**config.mk**
```make
export PLATFORM = sky130hd
export DESIGN_NAME = binary_to_decimal_ascii_flat
export DESIGN_NICKNAME = d
export VERILOG_FILES = /design/src/rtl/b2da_pkg.sv /design/src/rtl/b2da_in_if.sv /design/src/rtl/b2da_out_if.sv /design/src/rtl/binary_to_decimal_ascii.sv /design/src/flat_wrapper.sv
export VERILOG_INCLUDE_DIRS = /design/src /design/src/rtl
export SDC_FILE = /design/constraint.sdc
export NUM_CORES = 1
export LEC_CHECK = 0
export BUFFER_PORTS_ARGS = -buffer_cell sky130_fd_sc_hd__buf_4
export CAP_MARGIN = 30
export CORE_MARGIN = 10
export CORE_UTILIZATION = 60
export CTS_CLUSTER_DIAMETER = 120
export DETAILED_ROUTE_END_ITERATION = 10
export PLACE_DENSITY_LB_ADDON = 0.3
export SKIP_CTS_REPAIR_TIMING = 1
export SYNTH_ARGS = -nofsm -noshare
export SYNTH_HDL_FRONTEND = slang
export SYNTH_SLANG_ARGS = --single-unit
```
**constraint.sdc**
```tcl
create_clock -name clk -period 15.7 [get_ports clk]
set_input_delay 0 -clock clk [delete_from_list [all_inputs] [get_ports clk]]
set_output_delay 0 -clock clk [all_outputs]
set_load 0.005 [all_outputs]
```
**src/rtl/binary_to_decimal_ascii_assert.svh**
```systemverilog
// Assertion macros used by the converter RTL.
`ifndef BINARY_TO_DECIMAL_ASCII_ASSERT_SVH
`define BINARY_TO_DECIMAL_ASCII_ASSERT_SVH

// Same-cycle implication, disabled during reset.
`define B2DA_ASSERT_NOW(label, clk, rst_n, ante, cons, msg) \
  label: assert property (@(posedge clk) disable iff (!rst_n) (ante) |-> (cons)) \
    else $error(msg);

// Next-cycle implication, disabled during reset.
`define B2DA_ASSERT_NEXT(label, clk, rst_n, ante, cons, msg) \
  label: assert property (@(posedge clk) disable iff (!rst_n) (ante) |=> (cons)) \
    else $error(msg);

`endif

```
**src/rtl/b2da_pkg.sv**
```systemverilog
// Types and constants of the binary to decimal ASCII converter.
`timescale 1ns / 1ps
package b2da_pkg;
  localparam int VALUE_W = 64;
  localparam int CHAR_W  = 6;
  localparam int DIGIT_W = 4;

  typedef logic [VALUE_W-1:0] value_t;
  typedef logic [CHAR_W-1:0]  char_t;
  typedef logic [DIGIT_W-1:0] digit_t;

  localparam char_t  ASCII_ZERO = 6'd48;
  localparam char_t  ASCII_NINE = 6'd57;
  localparam digit_t DABBLE_MIN = 4'd5;
  localparam digit_t DABBLE_ADD = 4'd3;
endpackage

```
**src/rtl/b2da_in_if.sv**
```systemverilog
// Valid/ready channel that carries one binary value.
`timescale 1ns / 1ps
interface b2da_in_if;
  import b2da_pkg::*;
  logic   valid;
  logic   ready;
  value_t value;

  modport source (output valid, output value, input ready);
  modport sink   (input valid, input value, output ready);
endinterface

```
**src/rtl/b2da_out_if.sv**
```systemverilog
// Valid/ready channel that carries one ASCII digit and its last flag.
`timescale 1ns / 1ps
interface b2da_out_if;
  import b2da_pkg::*;
  logic  valid;
  logic  ready;
  char_t char_code;
  logic  last;

  modport source (output valid, output char_code, output last, input ready);
  modport sink   (input valid, input char_code, input last, output ready);
endinterface

```
**src/rtl/binary_to_decimal_ascii.sv**
```systemverilog
// Binary to decimal ASCII converter: bit-serial double dabble, digit-serial output.
//
//   channel   dir  payload              request moves
//   in_chan   in   value[63:0]          one number to convert
//   out_chan  out  char_code[5:0], last one ASCII digit, MSD first
//
// An item is taken only in idle; it then runs double dabble, one bit per
// cycle, then digit shifting, one digit per cycle while the output is free
// (leading zeros are shifted out without a request).
// A stalled output holds the digit shifter (leading zeros still shift out); the
// next item may be taken while the final digit still waits in the output register.
// Reset (synchronous, active low) clears the state and the output valid.
`timescale 1ns / 1ps
`include "binary_to_decimal_ascii_assert.svh"
module binary_to_decimal_ascii #(
  parameter int VALUE_BITS = 64,
  parameter int MAX_DIGITS = 20
) (
  input logic       clk,
  input logic       rst_n,
  b2da_in_if.sink   in_chan,
  b2da_out_if.source out_chan
);
  import b2da_pkg::*;

  localparam int BCD_W  = MAX_DIGITS * DIGIT_W;
  localparam int STEP_W = $clog2(VALUE_BITS);
  localparam int REM_W  = $clog2(MAX_DIGITS + 1);
  localparam logic [STEP_W-1:0] STEP_LAST = STEP_W'(VALUE_BITS - 1);
  localparam logic [REM_W-1:0]  REM_FULL  = REM_W'(MAX_DIGITS);
  localparam logic [REM_W-1:0]  REM_ONE   = REM_W'(1);

  localparam logic [1:0] ST_IDLE = 2'd0;
  localparam logic [1:0] ST_CONV = 2'd1;
  localparam logic [1:0] ST_EMIT = 2'd2;

  logic [1:0]            state_r, state_nxt;
  logic [STEP_W-1:0]     step_r, step_nxt;
  logic [REM_W-1:0]      rem_r, rem_nxt;
  logic                  skip_r, skip_nxt;
  logic [BCD_W-1:0]      digits_r, digits_nxt;
  logic [VALUE_BITS-1:0] bin_r, bin_nxt;
  logic                  out_valid_r, out_valid_nxt;
  char_t                 out_char_r, out_char_nxt;
  logic                  out_last_r, out_last_nxt;

  logic [BCD_W-1:0]      adjusted;
  digit_t                top_digit;
  logic                  in_acc;
  logic                  out_free;

  assign in_acc    = in_chan.valid && in_chan.ready;
  assign out_free  = !out_valid_r || out_chan.ready;
  assign top_digit = digits_r[BCD_W-1 -: DIGIT_W];

  assign in_chan.ready      = (state_r == ST_IDLE);
  assign out_chan.valid     = out_valid_r;
  assign out_chan.char_code = out_char_r;
  assign out_chan.last      = out_last_r;

  // Add 3 to every digit of 5 or more ahead of the shift.
  always_comb begin
    adjusted = digits_r;
    for (int k = 0; k < MAX_DIGITS; k++) begin
      if (digits_r[k*DIGIT_W +: DIGIT_W] >= DABBLE_MIN) begin
        adjusted[k*DIGIT_W +: DIGIT_W] = digits_r[k*DIGIT_W +: DIGIT_W] + DABBLE_ADD;
      end
    end
  end

  always_comb begin
    state_nxt     = state_r;
    step_nxt      = step_r;
    rem_nxt       = rem_r;
    skip_nxt      = skip_r;
    digits_nxt    = digits_r;
    bin_nxt       = bin_r;
    out_valid_nxt = out_valid_r;
    out_char_nxt  = out_char_r;
    out_last_nxt  = out_last_r;

    if (out_valid_r && out_chan.ready) begin
      out_valid_nxt = 1'b0;
    end

    case (state_r)
      ST_IDLE: begin
        if (in_acc) begin
          bin_nxt    = in_chan.value[VALUE_BITS-1:0];
          digits_nxt = '0;
          step_nxt   = '0;
          state_nxt  = ST_CONV;
        end
      end
      ST_CONV: begin
        // Drop the carry out of the top digit.
        digits_nxt = {adjusted[BCD_W-2:0], bin_r[VALUE_BITS-1]};
        bin_nxt    = bin_r << 1;
        step_nxt   = step_r + STEP_W'(1);
        if (step_r == STEP_LAST) begin
          rem_nxt   = REM_FULL;
          skip_nxt  = 1'b1;
          state_nxt = ST_EMIT;
        end
      end
      ST_EMIT: begin
        if (skip_r && (top_digit == '0) && (rem_r != REM_ONE)) begin
          // Leading zero: shift it out without a request.
          digits_nxt = digits_r << DIGIT_W;
          rem_nxt    = rem_r - REM_ONE;
        end else if (out_free) begin
          out_valid_nxt = 1'b1;
          out_char_nxt  = ASCII_ZERO + CHAR_W'(top_digit);
          out_last_nxt  = (rem_r == REM_ONE);
          skip_nxt      = 1'b0;
          digits_nxt    = digits_r << DIGIT_W;
          rem_nxt       = rem_r - REM_ONE;
          if (rem_r == REM_ONE) begin
            state_nxt = ST_IDLE;
          end
        end
      end
      default: begin
        state_nxt = ST_IDLE;
      end
    endcase
  end

  always_ff @(posedge clk) begin
    if (!rst_n) begin
      state_r     <= ST_IDLE;
      step_r      <= '0;
      rem_r       <= '0;
      skip_r      <= 1'b0;
      out_valid_r <= 1'b0;
    end else begin
      state_r     <= state_nxt;
      step_r      <= step_nxt;
      rem_r       <= rem_nxt;
      skip_r      <= skip_nxt;
      out_valid_r <= out_valid_nxt;
    end
  end

  always_ff @(posedge clk) begin
    digits_r   <= digits_nxt;
    bin_r      <= bin_nxt;
    out_char_r <= out_char_nxt;
    out_last_r <= out_last_nxt;
  end

  `B2DA_ASSERT_NEXT(a_accept_starts_conv, clk, rst_n, in_acc, (state_r == ST_CONV) && (step_r == '0), "accepted item did not start conversion")
  `B2DA_ASSERT_NOW(a_emit_has_digits, clk, rst_n, state_r == ST_EMIT, rem_r != '0, "emission with no digits left")
  `B2DA_ASSERT_NOW(a_mid_digit_in_emit, clk, rst_n, out_valid_r && !out_last_r, state_r == ST_EMIT, "non-final digit pending outside emission")
  `B2DA_ASSERT_NOW(a_char_is_digit, clk, rst_n, out_valid_r, (out_char_r >= ASCII_ZERO) && (out_char_r <= ASCII_NINE), "output is not a decimal digit")
endmodule
```
**src/flat_wrapper.sv**
```systemverilog
// flat-port wrapper written by rule: the top's interface ports become plain ports
module binary_to_decimal_ascii_flat import b2da_pkg::*;
#(
  parameter int VALUE_BITS = 64,
  parameter int MAX_DIGITS = 20
)
  (clk, rst_n, in_chan_valid, in_chan_value, in_chan_ready, out_chan_valid, out_chan_char_code, out_chan_last, out_chan_ready);
  b2da_in_if in_chan_i ();
  b2da_out_if out_chan_i ();
  input logic clk;
  input logic rst_n;
  input wire logic [$bits(in_chan_i.valid)-1:0] in_chan_valid;
  input wire logic [$bits(in_chan_i.value)-1:0] in_chan_value;
  output wire logic [$bits(in_chan_i.ready)-1:0] in_chan_ready;
  output wire logic [$bits(out_chan_i.valid)-1:0] out_chan_valid;
  output wire logic [$bits(out_chan_i.char_code)-1:0] out_chan_char_code;
  output wire logic [$bits(out_chan_i.last)-1:0] out_chan_last;
  input wire logic [$bits(out_chan_i.ready)-1:0] out_chan_ready;
  assign in_chan_i.valid = in_chan_valid;
  assign in_chan_i.value = in_chan_value;
  assign in_chan_ready = in_chan_i.ready;
  assign out_chan_valid = out_chan_i.valid;
  assign out_chan_char_code = out_chan_i.char_code;
  assign out_chan_last = out_chan_i.last;
  assign out_chan_i.ready = out_chan_ready;
  binary_to_decimal_ascii #(.VALUE_BITS(VALUE_BITS), .MAX_DIGITS(MAX_DIGITS)) u_core (.clk(clk), .rst_n(rst_n), .in_chan(in_chan_i), .out_chan(out_chan_i));
endmodule
```
==> impl_results.md <==
- Initial Util: 0.610
- WP data required: 16.00 ns
- WL/cell: approximately 19 µm
- Cell row count: 44
- Htree depth: 4
- Fin. Hold Viols: 0
- Peak fanout along the critical path: 63
- Ratio of cells with drive above 1 in the final layout: 0.224
- Mapped Cells: 725
- Power Density: approximately 190 mW/mm²
- Endpoints failing setup: 0
- Top_reg_cell synth: edfxtp_1
- Die Wd: 141 µm
- Post-synth design cell area: 0.00883 mm²
- Final Max Tran Viols: 0
- Final worst-path setup slack: about 13 ns
- Clock tree sinks: roughly 160
- GRT Overall Usage: 0.175
- CTS tree: yes
- Adder-cell share of the synthesized area: 0.0680
- Antenna cells: 0
- Critical Path Max Stage Delay: 0.61 ns
- Number of port buffers: 74
- Mean Syn Cell Area: roughly 12 µm²
- ANT nets after route: 0
- Max Cap Viol: 0
- Drt via density: 6.00
- Critical path class: reg2reg
- Post-synthesis compound-gate area fraction: 0.128
- RSZ-0062 raised after global routing: false
- Ports: 77
- Most common cell after layout, fill and taps aside: edfxtp_1
- Fill count: 900
- VDD IR max: slightly below 100 µV
- Clock latency on the worst-skew pair: 0.43 ns
- Core Area: approximately 0.014 mm²
- Setup_tns: 0 ns
- First-pass GRT wire length: 29,000 µm
- Root buffer cell: clkbuf_16
- DRT iter0 DRCs: 549
- Worst min path class: in2reg
- Post-synthesis sequential area ratio: 0.541
- # DRC: 0
- Multiplexer share of the synthesized area: 0.106
- Buf/Inv on CP: 2
- CTS max path bufs: 2
- Startpoint types: register
- Vias in the first global route: 6,139
- Max Freq: 0.359 GHz
- Die Area: 0.0200 mm²
- Vias: 6,358
- Layout Skew: 0.0106 ns
- Area Overhead vs Synth: 23.0%
- Initial antenna violation count: 0
- Static Leak: 0.00412 µW
- Register bit total from synthesis: 164
- CP delay by family, top: compound AO/OA/AOI/OAI gates
- Post-synthesis simple-gate area fraction: 0.0864
- CP endpoint kind: register
- Nets: 979
- Rel. slew slack: 0.344
- Post-synth ARST share: 0
- Die Y: between 100 and 150 µm
- Clock Pin Slew Worst Setup and Hold Paths: 0.06 ns
- Aggregate global routing overflow: 0
- WP data arrival: 3.08 ns
- Number of flops mapped to enable cells by yosys: 149
- Status: finished clean
- Post-DP HPWL: 11,200 µm
- Final WL: between 20,000 and 25,000 µm
- Final period util: 0.178
- CTS buffer count: 17
- Post-synth cell types: 52
- Final core occ: 0.750
- Worst slew pin tran: 0.984 ns
- Hold slack: 0.0374 ns
- Largest net degree at the start of global routing: 81
- Final Wtd Congestion: 0.816
- XOR/XNOR share of the synthesized area: 0.0327
- Largest family of logic cells by synthesized area: compound AO/OA/AOI/OAI gates
- Slowest cell on crit path: ha_1
- Commonest cells after routing, fill and taps aside: edfxtp_1, buf_4, mux2_2
- Period minus WS final: around 2.8 ns
- Sequential Area: 0.00477 mm²
- Crit path cell chain: inv_1, ha_1, nand2_2, buf_4, o41ai_1, a22o_1
- Pre-CTS WS: 13.09 ns
- Pre-Repair DR Iteration Count: 5
- Synth warn: 0
- Multi-input logic area: 0.00375 mm²
## Yosys cell counts (14+ instances only)
library cell / count / area (µm²)
edfxtp_1: 149 / 4470
mux2_2: 75 / 845
inv_1: 54 / 203
a21oi_1: 51 / 255
ha_1: 48 / 601
o21ai_0: 46 / 230
nand2_1: 41 / 154
o22ai_1: 30 / 188
nand2b_1: 25 / 156
nor3b_1: 21 / 158
xnor2_1: 21 / 184
dfxtp_1: 15 / 300
clkbuf_1: 14 / 52.6
## layout make-up
type,instances,share of cell area
Clock buffer,25,0.0475
Clock inverter,7,0.00864
Inverter,55,0.0190
Multi-Input combinational cell,478,0.345
Sequential cell,164,0.440
Tap cell,184,0.0212
Timing Repair Buffer,147,0.119
## worst reg2reg max path, delay by kind of cell (launching register included)
kind | cells | cell delay [ns]
AO/OA/AOI/OAI | 2 | 0.77
adder cells (fa/ha/maj) | 1 | 0.61
buffers and inverters | 2 | 0.50
flip-flops | 1 | 0.43
AND/OR/NAND/NOR | 1 | 0.34
## metrics by stage
stage               cell area, µm²  power, µW  instances
finish                       10900       2030       1060
global route                 10900       2150       1060
CTS                          10200       1990        993
detailed placement            9560       1560        961
global placement              9560       1510        961
floorplan                     8830       1390        726
## report_power, final
group	leakage, µW	total [µW]	internal (µW)	switching [µW]
clock network	0.000296	431	260	171
logic	0.00218	742	321	421
registers	0.00165	859	736	123
## final timing paths
check | end | slack [ns] | startpoint | cells past startpoint
worst max-delay path | u_core.digits_r[68]$_DFFE_PP_ | 12.91 | u_core.state_r[0]$_SDFFE_PN0P_ | 6
worst min-delay path | u_core.step_r[1]$_SDFFE_PN0P_ | 0.04 | in_chan_valid | 4
worst min register to register | u_core.out_chan.char_code[1]$_DFFE_PP_ | 0.47 | u_core.digits_r[77]$_DFFE_PP_ | 0
worst max register to register | u_core.digits_r[68]$_DFFE_PP_ | 12.91 | u_core.state_r[0]$_SDFFE_PN0P_ | 6
## cell families after synthesis
logic type / after synthesis
other: 1
AOI/OAI and AO/OA: 178
xor gates and xnor gates: 33
buffers and inverters: 84
DFF: 164
and+or+nand+nor: 133
muxes: 84
adders and majority gates: 48
## routing by layer
| metal | vias to the layer above | wire length [µm] | track usage | share of wire |
|---|---|---|---|---|
| li1 | 3000 | - | - | - |
| met5 | - | 0 | 0 | 0 |
| met3 | 20 | 1150 | 0.0537 | 0.057 |
| met2 | 211 | 10200 | 0.274 | 0.51 |
| met1 | 3127 | 8510 | 0.223 | 0.42 |
| met4 | 0 | 252 | 0.0690 | 0.013 |
## sequential cells by signal, summed over array words and instances (netlist names)
register                   count
u_core.out_chan.valid          1
u_core.out_chan.char_code      4
u_core.bin_r                  64
u_core.out_chan.last           1
u_core.skip_r                  1
u_core.rem_r                   5
u_core.step_r                  6
u_core.digits_r               80
u_core.state_r                 2
Note: power is estimated with default switching activity, not from simulation.
